[config.mk]
export PLATFORM = sky130hd
export DESIGN_NAME = packed_grid_value_decoder
export DESIGN_NICKNAME = d
export VERILOG_FILES = /design/src/pgvd_pkg.sv /design/src/pgvd_queue.sv /design/src/pgvd_front.sv /design/src/pgvd_scale.sv /design/src/packed_grid_value_decoder.sv
export SDC_FILE = /design/constraint.sdc
export NUM_CORES = 2
export LEC_CHECK = 0
export ABC_AREA = 1
export BUFFER_PORTS_ARGS = -buffer_cell sky130_fd_sc_hd__buf_2
export CAP_MARGIN = 10
export CORE_MARGIN = 5
export CORE_UTILIZATION = 61
export CTS_CLUSTER_SIZE = 40
export DETAILED_ROUTE_END_ITERATION = 10
export PLACE_DENSITY = 0.78
export SETUP_SLACK_MARGIN = 0.2
export SKIP_LAST_GASP = 1
export SYNTH_ARGS = -nofsm -noshare
export SYNTH_HDL_FRONTEND = slang
export SYNTH_SLANG_ARGS = --single-unit
[constraint.sdc]
create_clock -name clk -period 8.45 [get_ports clk]
set_input_delay 1.69 -clock clk [delete_from_list [all_inputs] [get_ports clk]]
set_output_delay 1.69 -clock clk [all_outputs]
set_load 0.03 [all_outputs]
[src/pgvd_pkg.sv]
// Shared types and constants of the packed grid value decoder.
// Used by every module of the block; depends on nothing else.
package pgvd_pkg;

  // Fixed field widths.
  localparam int BYTE_BITS   = 8;
  localparam int COUNT_W     = 32;
  localparam int VALUE_W     = 64;
  localparam int GAIN_W      = 40;
  localparam int GAIN_SPLIT  = 20;
  localparam int CFG_DATA_W  = 64;
  localparam int CFG_INDEX_W = 2;
  localparam int WIDTH_IN_W  = 5;

  // Reset values of the configuration registers.
  localparam int                 WIDTH_RESET = 8;
  localparam logic [COUNT_W-1:0] COUNT_RESET = 32'd1;
  localparam logic [GAIN_W-1:0]  GAIN_RESET  = 40'h01_0000_0000;

  // Flipping the sign bit maps signed order onto unsigned order.
  localparam logic [VALUE_W-1:0] SIGN_BIAS = 64'h8000_0000_0000_0000;

  // Code queue between the front and the back.
  localparam int QUEUE_DEPTH = 4;
  localparam int QPTR_W      = $clog2(QUEUE_DEPTH);

  // Configuration register indexes.
  typedef enum logic [CFG_INDEX_W-1:0] {
    REG_BITS_PER_VALUE = 2'd0,
    REG_PIXEL_COUNT    = 2'd1,
    REG_VALUE_OFFSET   = 2'd2,
    REG_VALUE_GAIN     = 2'd3
  } cfg_reg_t;

  // Markers that travel with each code.
  typedef struct packed {
    logic last_of_byte;
    logic last_pixel;
  } code_flags_t;

endpackage

[src/pgvd_queue.sv]
// Short code queue that decouples the bit unpacker from the scaling pipeline.
// Depends on pgvd_pkg for the depth and the flag type.
module pgvd_queue
  import pgvd_pkg::*;
#(
  parameter int CODE_W = 24
) (
  input  logic              clk,
  input  logic              rst,
  input  logic              push,
  input  logic [CODE_W-1:0] push_code,
  input  code_flags_t       push_flags,
  output logic              full,
  input  logic              pop,
  output logic              head_valid,
  output logic [CODE_W-1:0] head_code,
  output code_flags_t       head_flags
);

  logic [CODE_W-1:0] code_mem [QUEUE_DEPTH];
  code_flags_t       flag_mem [QUEUE_DEPTH];
  logic [QPTR_W-1:0] wr_ptr;
  logic [QPTR_W-1:0] rd_ptr;
  logic [QPTR_W:0]   fill;

  assign full       = (fill == (QPTR_W+1)'(QUEUE_DEPTH));
  assign head_valid = (fill != '0);
  assign head_code  = code_mem[rd_ptr];
  assign head_flags = flag_mem[rd_ptr];

  // Storage write.
  always_ff @(posedge clk) begin
    if (push) begin
      code_mem[wr_ptr] <= push_code;
      flag_mem[wr_ptr] <= push_flags;
    end
  end

  // Pointers and fill level.
  always_ff @(posedge clk) begin
    if (rst) begin
      wr_ptr <= '0;
      rd_ptr <= '0;
      fill   <= '0;
    end else begin
      if (push) begin
        wr_ptr <= wr_ptr + 1'b1;
      end
      if (pop) begin
        rd_ptr <= rd_ptr + 1'b1;
      end
      if (push && !pop) begin
        fill <= fill + 1'b1;
      end else if (pop && !push) begin
        fill <= fill - 1'b1;
      end
    end
  end

endmodule

[src/pgvd_front.sv]
// Decoder front: cuts packed bytes to codes, one per cycle while the queue has room.
// Holds the code width and pixel count registers; depends on pgvd_pkg.
module pgvd_front
  import pgvd_pkg::*;
#(
  parameter int MAX_CODE_WIDTH = 24
) (
  input  logic                      clk,
  input  logic                      rst,
  input  logic                      cfg_wen,
  input  logic [CFG_INDEX_W-1:0]    cfg_index,
  input  logic [CFG_DATA_W-1:0]     cfg_wdata,
  input  logic                      s_tvalid,
  output logic                      s_tready,
  input  logic [BYTE_BITS-1:0]      data_byte,
  input  logic                      first_byte,
  input  logic                      q_full,
  output logic                      push,
  output logic [MAX_CODE_WIDTH-1:0] push_code,
  output code_flags_t               push_flags
);

  localparam int BUF_W  = MAX_CODE_WIDTH + BYTE_BITS - 1;
  localparam int HELD_W = $clog2(MAX_CODE_WIDTH + BYTE_BITS);

  logic [HELD_W-1:0]  code_width;
  logic [COUNT_W-1:0] pixel_count;
  logic [BUF_W-1:0]   bit_buffer;
  logic [BUF_W-1:0]   bit_buffer_next;
  logic [HELD_W-1:0]  bits_held;
  logic [HELD_W-1:0]  bits_held_next;
  logic [COUNT_W-1:0] pixels_done;
  logic [COUNT_W-1:0] pixels_done_next;

  logic               busy;
  logic [HELD_W-1:0]  shift_amt;
  logic [COUNT_W-1:0] done_inc;
  logic               ends_section;
  logic               ends_byte;
  logic [BUF_W-1:0]   code_mask;
  logic [BUF_W-1:0]   keep_mask;
  logic [BUF_W-1:0]   shifted;
  logic               accept;
  logic [5:0]         width_clamped;
  logic               width_write;

  assign width_write = cfg_wen && (cfg_index == REG_BITS_PER_VALUE);

  // Width written as zero acts as one, above the maximum acts as the maximum.
  always_comb begin
    width_clamped = {1'b0, cfg_wdata[WIDTH_IN_W-1:0]};
    if (width_clamped == 6'd0) begin
      width_clamped = 6'd1;
    end else if (width_clamped > 6'(MAX_CODE_WIDTH)) begin
      width_clamped = 6'(MAX_CODE_WIDTH);
    end
  end

  // Code extraction from the top of the held bits.
  always_comb begin
    busy         = (bits_held >= code_width) && (pixels_done < pixel_count);
    shift_amt    = bits_held - code_width;
    done_inc     = pixels_done + 1'b1;
    ends_section = (done_inc == pixel_count);
    ends_byte    = ends_section || (shift_amt < code_width);
    code_mask    = (BUF_W'(1) << code_width) - BUF_W'(1);
    keep_mask    = (BUF_W'(1) << shift_amt) - BUF_W'(1);
    shifted      = bit_buffer >> shift_amt;
    push_code    = MAX_CODE_WIDTH'(shifted & code_mask);
    push_flags   = '{last_of_byte: ends_byte, last_pixel: ends_section};
    push         = busy && !q_full;
    // A new byte may enter in the cycle that takes the last code of the current one.
    s_tready     = !busy || (!q_full && ends_byte);
    accept       = s_tvalid && s_tready;
  end

  // Next bit buffer state: extraction, then the incoming byte, then a width write.
  always_comb begin
    bit_buffer_next  = bit_buffer;
    bits_held_next   = bits_held;
    pixels_done_next = pixels_done;
    if (push) begin
      pixels_done_next = done_inc;
      if (ends_section) begin
        bit_buffer_next = '0;
        bits_held_next  = '0;
      end else begin
        bit_buffer_next = bit_buffer & keep_mask;
        bits_held_next  = shift_amt;
      end
    end
    if (accept) begin
      if (first_byte) begin
        bit_buffer_next  = '0;
        bits_held_next   = '0;
        pixels_done_next = '0;
      end
      // Bytes after a completed section are dropped.
      if (pixels_done_next < pixel_count) begin
        bit_buffer_next = {bit_buffer_next[BUF_W-BYTE_BITS-1:0], data_byte};
        bits_held_next  = bits_held_next + HELD_W'(BYTE_BITS);
      end
    end
    if (width_write) begin
      bit_buffer_next = '0;
      bits_held_next  = '0;
    end
  end

  // State and configuration registers.
  always_ff @(posedge clk) begin
    if (rst) begin
      code_width  <= HELD_W'(WIDTH_RESET);
      pixel_count <= COUNT_RESET;
      bit_buffer  <= '0;
      bits_held   <= '0;
      pixels_done <= '0;
    end else begin
      bit_buffer  <= bit_buffer_next;
      bits_held   <= bits_held_next;
      pixels_done <= pixels_done_next;
      if (width_write) begin
        code_width <= HELD_W'(width_clamped);
      end
      if (cfg_wen && (cfg_index == REG_PIXEL_COUNT)) begin
        pixel_count <= cfg_wdata[COUNT_W-1:0];
      end
    end
  end

endmodule

[src/pgvd_scale.sv]
// Back of the decoder: offset + code * gain in Q32.32 with saturation.
// Holds the offset and gain registers; depends on pgvd_pkg.
module pgvd_scale
  import pgvd_pkg::*;
#(
  parameter int CODE_W = 24
) (
  input  logic                   clk,
  input  logic                   rst,
  input  logic                   cfg_wen,
  input  logic [CFG_INDEX_W-1:0] cfg_index,
  input  logic [CFG_DATA_W-1:0]  cfg_wdata,
  input  logic                   head_valid,
  input  logic [CODE_W-1:0]      head_code,
  input  code_flags_t            head_flags,
  output logic                   pop,
  output logic                   m_tvalid,
  input  logic                   m_tready,
  output logic [VALUE_W-1:0]     grid_value,
  output code_flags_t            out_flags
);

  localparam int PROD_W = CODE_W + GAIN_SPLIT;

  logic [VALUE_W-1:0] offset_biased;
  logic               gain_neg;
  logic [GAIN_W-1:0]  gain_mag;
  logic [GAIN_W-1:0]  gain_in;

  logic               advance;
  logic               s1_valid;
  code_flags_t        s1_flags;
  logic [PROD_W-1:0]  p_lo;
  logic [PROD_W-1:0]  p_hi;
  logic               s2_valid;
  code_flags_t        s2_flags;
  logic [VALUE_W-1:0] product;
  logic [VALUE_W:0]   sum_pos;
  logic [VALUE_W-1:0] biased_result;

  assign gain_in = cfg_wdata[GAIN_W-1:0];
  assign advance = !m_tvalid || m_tready;
  assign pop     = advance && head_valid;

  // Offset kept biased, gain kept as sign and magnitude.
  always_ff @(posedge clk) begin
    if (rst) begin
      offset_biased <= SIGN_BIAS;
      gain_neg      <= 1'b0;
      gain_mag      <= GAIN_RESET;
    end else if (cfg_wen) begin
      if (cfg_index == REG_VALUE_OFFSET) begin
        offset_biased <= cfg_wdata[VALUE_W-1:0] ^ SIGN_BIAS;
      end
      if (cfg_index == REG_VALUE_GAIN) begin
        gain_neg <= gain_in[GAIN_W-1];
        gain_mag <= gain_in[GAIN_W-1] ? (~gain_in + 1'b1) : gain_in;
      end
    end
  end

  // Saturating add or subtract in biased form.
  always_comb begin
    sum_pos = {1'b0, offset_biased} + {1'b0, product};
    if (!gain_neg) begin
      biased_result = sum_pos[VALUE_W] ? '1 : sum_pos[VALUE_W-1:0];
    end else begin
      biased_result = (product > offset_biased) ? '0 : (offset_biased - product);
    end
  end

  // Stage valids.
  always_ff @(posedge clk) begin
    if (rst) begin
      s1_valid <= 1'b0;
      s2_valid <= 1'b0;
      m_tvalid <= 1'b0;
    end else if (advance) begin
      s1_valid <= head_valid;
      s2_valid <= s1_valid;
      m_tvalid <= s2_valid;
    end
  end

  // Partial products, their sum, then the saturated result.
  always_ff @(posedge clk) begin
    if (advance) begin
      s1_flags   <= head_flags;
      p_lo       <= PROD_W'(head_code) * PROD_W'(gain_mag[GAIN_SPLIT-1:0]);
      p_hi       <= PROD_W'(head_code) * PROD_W'(gain_mag[GAIN_W-1:GAIN_SPLIT]);
      s2_flags   <= s1_flags;
      product    <= VALUE_W'(p_lo) + (VALUE_W'(p_hi) << GAIN_SPLIT);
      out_flags  <= s2_flags;
      grid_value <= biased_result ^ SIGN_BIAS;
    end
  end

endmodule

[src/packed_grid_value_decoder.sv]
// Top level of the packed grid value decoder.
// Instantiates pgvd_front, pgvd_queue and pgvd_scale; depends on pgvd_pkg.
//
// Use: packed data-section bytes enter on the s_ channel, most significant bit
// first, with s_tuser marking the first byte of a section. Each code of the
// configured width comes out on the m_ channel as a signed Q32.32 value.
// m_tlast marks the value that completes the pixel count, m_tuser the last
// value caused by its byte. Registers are written through cfg_wen, cfg_index
// and cfg_wdata while no transaction is in flight.
// The first value of a byte passes the bit buffer, the queue, stages s1 and s2
// and the output register before it leaves. Throughput: one value per cycle
// while the receiver does not stall, set by the front unpacker taking one code
// per cycle; a byte that yields several values occupies it until its last code
// is taken, so a byte per cycle is taken for widths of eight bits or more.
// Reset empties the bit buffer, the queue and the pipeline and restores the
// register defaults (width 8, one pixel, offset 0, gain 1.0).
// When the receiver stalls the pipeline holds, the four-entry queue fills
// and then s_tready drops.
module packed_grid_value_decoder
  import pgvd_pkg::*;
#(
  parameter int MAX_CODE_WIDTH = 24
) (
  input  logic                   clk,
  input  logic                   rst,
  input  logic                   cfg_wen,
  input  logic [CFG_INDEX_W-1:0] cfg_index,
  input  logic [CFG_DATA_W-1:0]  cfg_wdata,
  input  logic                   s_tvalid,
  output logic                   s_tready,
  input  logic [7:0]             s_tdata,  // [7:0] data_byte
  input  logic [0:0]             s_tuser,  // [0] first_byte
  output logic                   m_tvalid,
  input  logic                   m_tready,
  output logic [63:0]            m_tdata,  // [63:0] grid_value
  output logic [0:0]             m_tuser,  // [0] last_of_byte
  output logic                   m_tlast   // last_pixel
);

  logic                      q_push;
  logic [MAX_CODE_WIDTH-1:0] q_push_code;
  code_flags_t               q_push_flags;
  logic                      q_full;
  logic                      q_pop;
  logic                      q_head_valid;
  logic [MAX_CODE_WIDTH-1:0] q_head_code;
  code_flags_t               q_head_flags;
  code_flags_t               out_flags;

  // Byte unpacker.
  pgvd_front #(
    .MAX_CODE_WIDTH(MAX_CODE_WIDTH)
  ) u_front (
    .clk        (clk),
    .rst        (rst),
    .cfg_wen    (cfg_wen),
    .cfg_index  (cfg_index),
    .cfg_wdata  (cfg_wdata),
    .s_tvalid   (s_tvalid),
    .s_tready   (s_tready),
    .data_byte  (s_tdata),
    .first_byte (s_tuser[0]),
    .q_full     (q_full),
    .push       (q_push),
    .push_code  (q_push_code),
    .push_flags (q_push_flags)
  );

  // Code queue.
  pgvd_queue #(
    .CODE_W(MAX_CODE_WIDTH)
  ) u_queue (
    .clk        (clk),
    .rst        (rst),
    .push       (q_push),
    .push_code  (q_push_code),
    .push_flags (q_push_flags),
    .full       (q_full),
    .pop        (q_pop),
    .head_valid (q_head_valid),
    .head_code  (q_head_code),
    .head_flags (q_head_flags)
  );

  // Scaling pipeline.
  pgvd_scale #(
    .CODE_W(MAX_CODE_WIDTH)
  ) u_scale (
    .clk        (clk),
    .rst        (rst),
    .cfg_wen    (cfg_wen),
    .cfg_index  (cfg_index),
    .cfg_wdata  (cfg_wdata),
    .head_valid (q_head_valid),
    .head_code  (q_head_code),
    .head_flags (q_head_flags),
    .pop        (q_pop),
    .m_tvalid   (m_tvalid),
    .m_tready   (m_tready),
    .grid_value (m_tdata),
    .out_flags  (out_flags)
  );

  assign m_tuser[0] = out_flags.last_of_byte;
  assign m_tlast    = out_flags.last_pixel;

endmodule

==> metrics <==
status=finished, final reports clean; Area Overhead vs Synth=6.99%; nets=10000; Fmax=0.128 GHz; combinational family with the most area after synthesis=adder cells; # placed instances=9972; actual slew at the worst max-slew pin=1210 ps; initial core utilization=61.4%; unrepaired setup endpoints after global routing=false; Post-Synth Adder-Cell Area=33.8%; CTS H-tree lvls=3; grt total ovfl=0; TritonRoute pass-1 iters=6; CP bufs+invs=7; Syn. warnings=0; # fillers=9369; simple logic cell fraction of the synthesized area=18.2%; post-synthesis xor/xnor area fraction=3.71%; Final period util=92.4%; fin. max-slew vios=0; Max-Cap Viols=0; prevailing post-synth register cell=edfxtp_1; DIE AREA=116000 sq um; Via Count=59500; Post-Syn Area=around 67000 sq um; crit path launch type=register; I/O pin cnt=between 100 and 150; CP required=8840 ps; final setup fails=0; area of the core=approximately 110000 sq um; share of cells above drive strength 1=5.89%; first-pass GRT wire length=344000 um; Rows=about 120; post-route insts no fill=10100; Critical Path Most Common Cell=fa_1; DR top layer=met5; # DRC=0; Worst Hold Class=reg2reg; met3 WL=27500 um; CTS Buf Count=66; CP Max Fanout=16; Async S/R FF share, synth=0%; Worst slew margin=18.3%; Detail Route Antenna Nets=0; Setup TNS=0 ps; TritonCTS clock tree=built; DR iter-0 viols=6452; vias in the first global route=59000; DRT Wirelength=roughly 230000 um; Gate Count Post-Synth=approximately 8600; Worst-Skew Late Latency=670 ps; GPL Wtd Cong=a little over 1; Avg WL per Cell=between 20 and 25 um; Clock transition at path regs=about 60 ps; post-synthesis mux area share=less than 1%; min Tclk post-route=around 7800 ps; Sink Count=approximately 550; Slowest cell on crit path=fa_1; HPWL Detailed=179000 um; root buf cell=clkbuf_16; Die W=341 um; met1 wire length=just over 90000 um; CP endpoint kind=register; clk buf depth=3; Min Hold Slack=415 ps; Mean Syn Cell Area=7.76 sq um; post-synthesis compound-gate area fraction=11.0%; Post-synth EDFFs=326; crit path kind=reg2reg; Final Hold Fails=0; Seq cells post-synth=548; Worst Skew=roughly 55 ps; syn nets=10000; antenna violations before repair=17; final worst slack=about 640 ps; port bufs=147; Top delay family on crit path=adder cells; GRT Overall Usage=between 30% and 40%; Arrival @ worst endpoint=8200 ps; post-synthesis sequential area ratio=21.3%; pre-CTS setup slack=557 ps; Distinct cells, synth=64; Via-to-Cell Ratio=5.89; die extent in y=341 um; hold-fix buffers at CTS=0; Crit path largest cell delay=520 ps; metal2 WL=96700 um; largest net degree at the start of global routing=roughly 140
## what timing repair did
item	4_1_cts	5_1_grt
endpoints found under the setup margin	0	11
resized for setup	0	9
setup buffers	0	2
## kinds of logic after synthesis
logic type               Yosys count
XOR/XNOR                         280
flip-flops                       548
AO/OA/AOI/OAI                   1329
buffers and inverters           2085
AND/OR/NAND/NOR                 3025
adder cells (fa/ha/maj)         1332
multiplexers                      16
## synth_stat cells (all sizes together) (12+ instances only)
cell	count	area (sq um)
buf	41	213
inv	1715	6440
dfxtp	222	4440
xnor2	60	526
nor2	1201	4550
a31oi	59	369
o221ai	35	307
mux2i	16	160
clkbuf	307	1150
or2	17	106
o211ai	29	218
o21ai	485	2440
a21boi	18	135
fa	789	15800
edfxtp	326	9790
clkinv	22	83.8
xor2	218	1910
o21a	22	165
nor4	27	169
nand3	217	1110
ha	543	6790
nand2	1422	5390
nand4	53	332
nor3	80	430
o22ai	12	75.1
a21oi	593	2990
## registers in the layout (all words and copies together), names as in the netlist, 2 cells and up, named ones only
register and count:
u_front.bit_buffer 31, u_front.bits_held 5, u_front.code_width 5, u_front.pixel_count 32
u_front.pixels_done 32, u_queue.code_mem 96, u_queue.fill 3, u_queue.flag_mem 8
u_queue.rd_ptr 2, u_queue.wr_ptr 2, u_scale.gain_mag 40, u_scale.grid_value 64
u_scale.offset_biased 64, u_scale.out_flags 2, u_scale.p_hi 44, u_scale.p_lo 44
u_scale.product 64, u_scale.s1_flags 2, u_scale.s2_flags 2
## layout make-up
type	count	area, sq um	area share [%]
Sequential cell	548	14200	19.9
Tap cell	1414	1770	2.47
Multi-Input combinational cell	5982	44800	62.6
Clock inverter	52	646	0.903
Antenna cell	13	32.5	0.0455
Inverter	1737	6550	9.16
Timing Repair Buffer	294	1840	2.57
Clock buffer	70	1670	2.33
## metal layers
metal / vias up / GRT usage (%)
met5: - / 0
met4: 6 / 16.4
met3: 586 / 9.45
met2: 3467 / 57.7
met1: 28600 / 53.8
li1: 26900 / -
## placed cells by master, fill, tap and decap left out, types with 73 or more instances in the layout
master	n
dfxtp_1	222
o21ai_0	446
inv_1	1693
a21oi_1	587
ha_1	543
nor3_1	73
nor2_1	1181
xor2_1	218
nand3_1	213
fa_1	789
edfxtp_1	326
buf_4	144
buf_2	147
nand2_1	1404
## stage by stage
step                      instance area [sq um]  util [%]
after floorplan                           66800         -
after global placement                    69100      63.5
after detailed placement                  69100      63.5
after CTS                                 71400      65.6
after global routing                      71500      65.7
final                                     71500      65.7
## path summary, 6_finish.rpt
kind | start | to | slack, ps | cells after the start
worst max-delay path | register | u_scale.p_hi[37] | 640 | 26
worst min-delay path | u_scale.p_lo[2] | u_scale.product[2] | 420 | 0
worst max register to register | register | u_scale.p_hi[37] | 640 | 26
worst min register to register | u_scale.p_lo[2] | u_scale.product[2] | 420 | 0
Power is left out: the tool's default activity adds up to more than one toggle a clock period on the data nets, which glitch-free logic cannot reach.
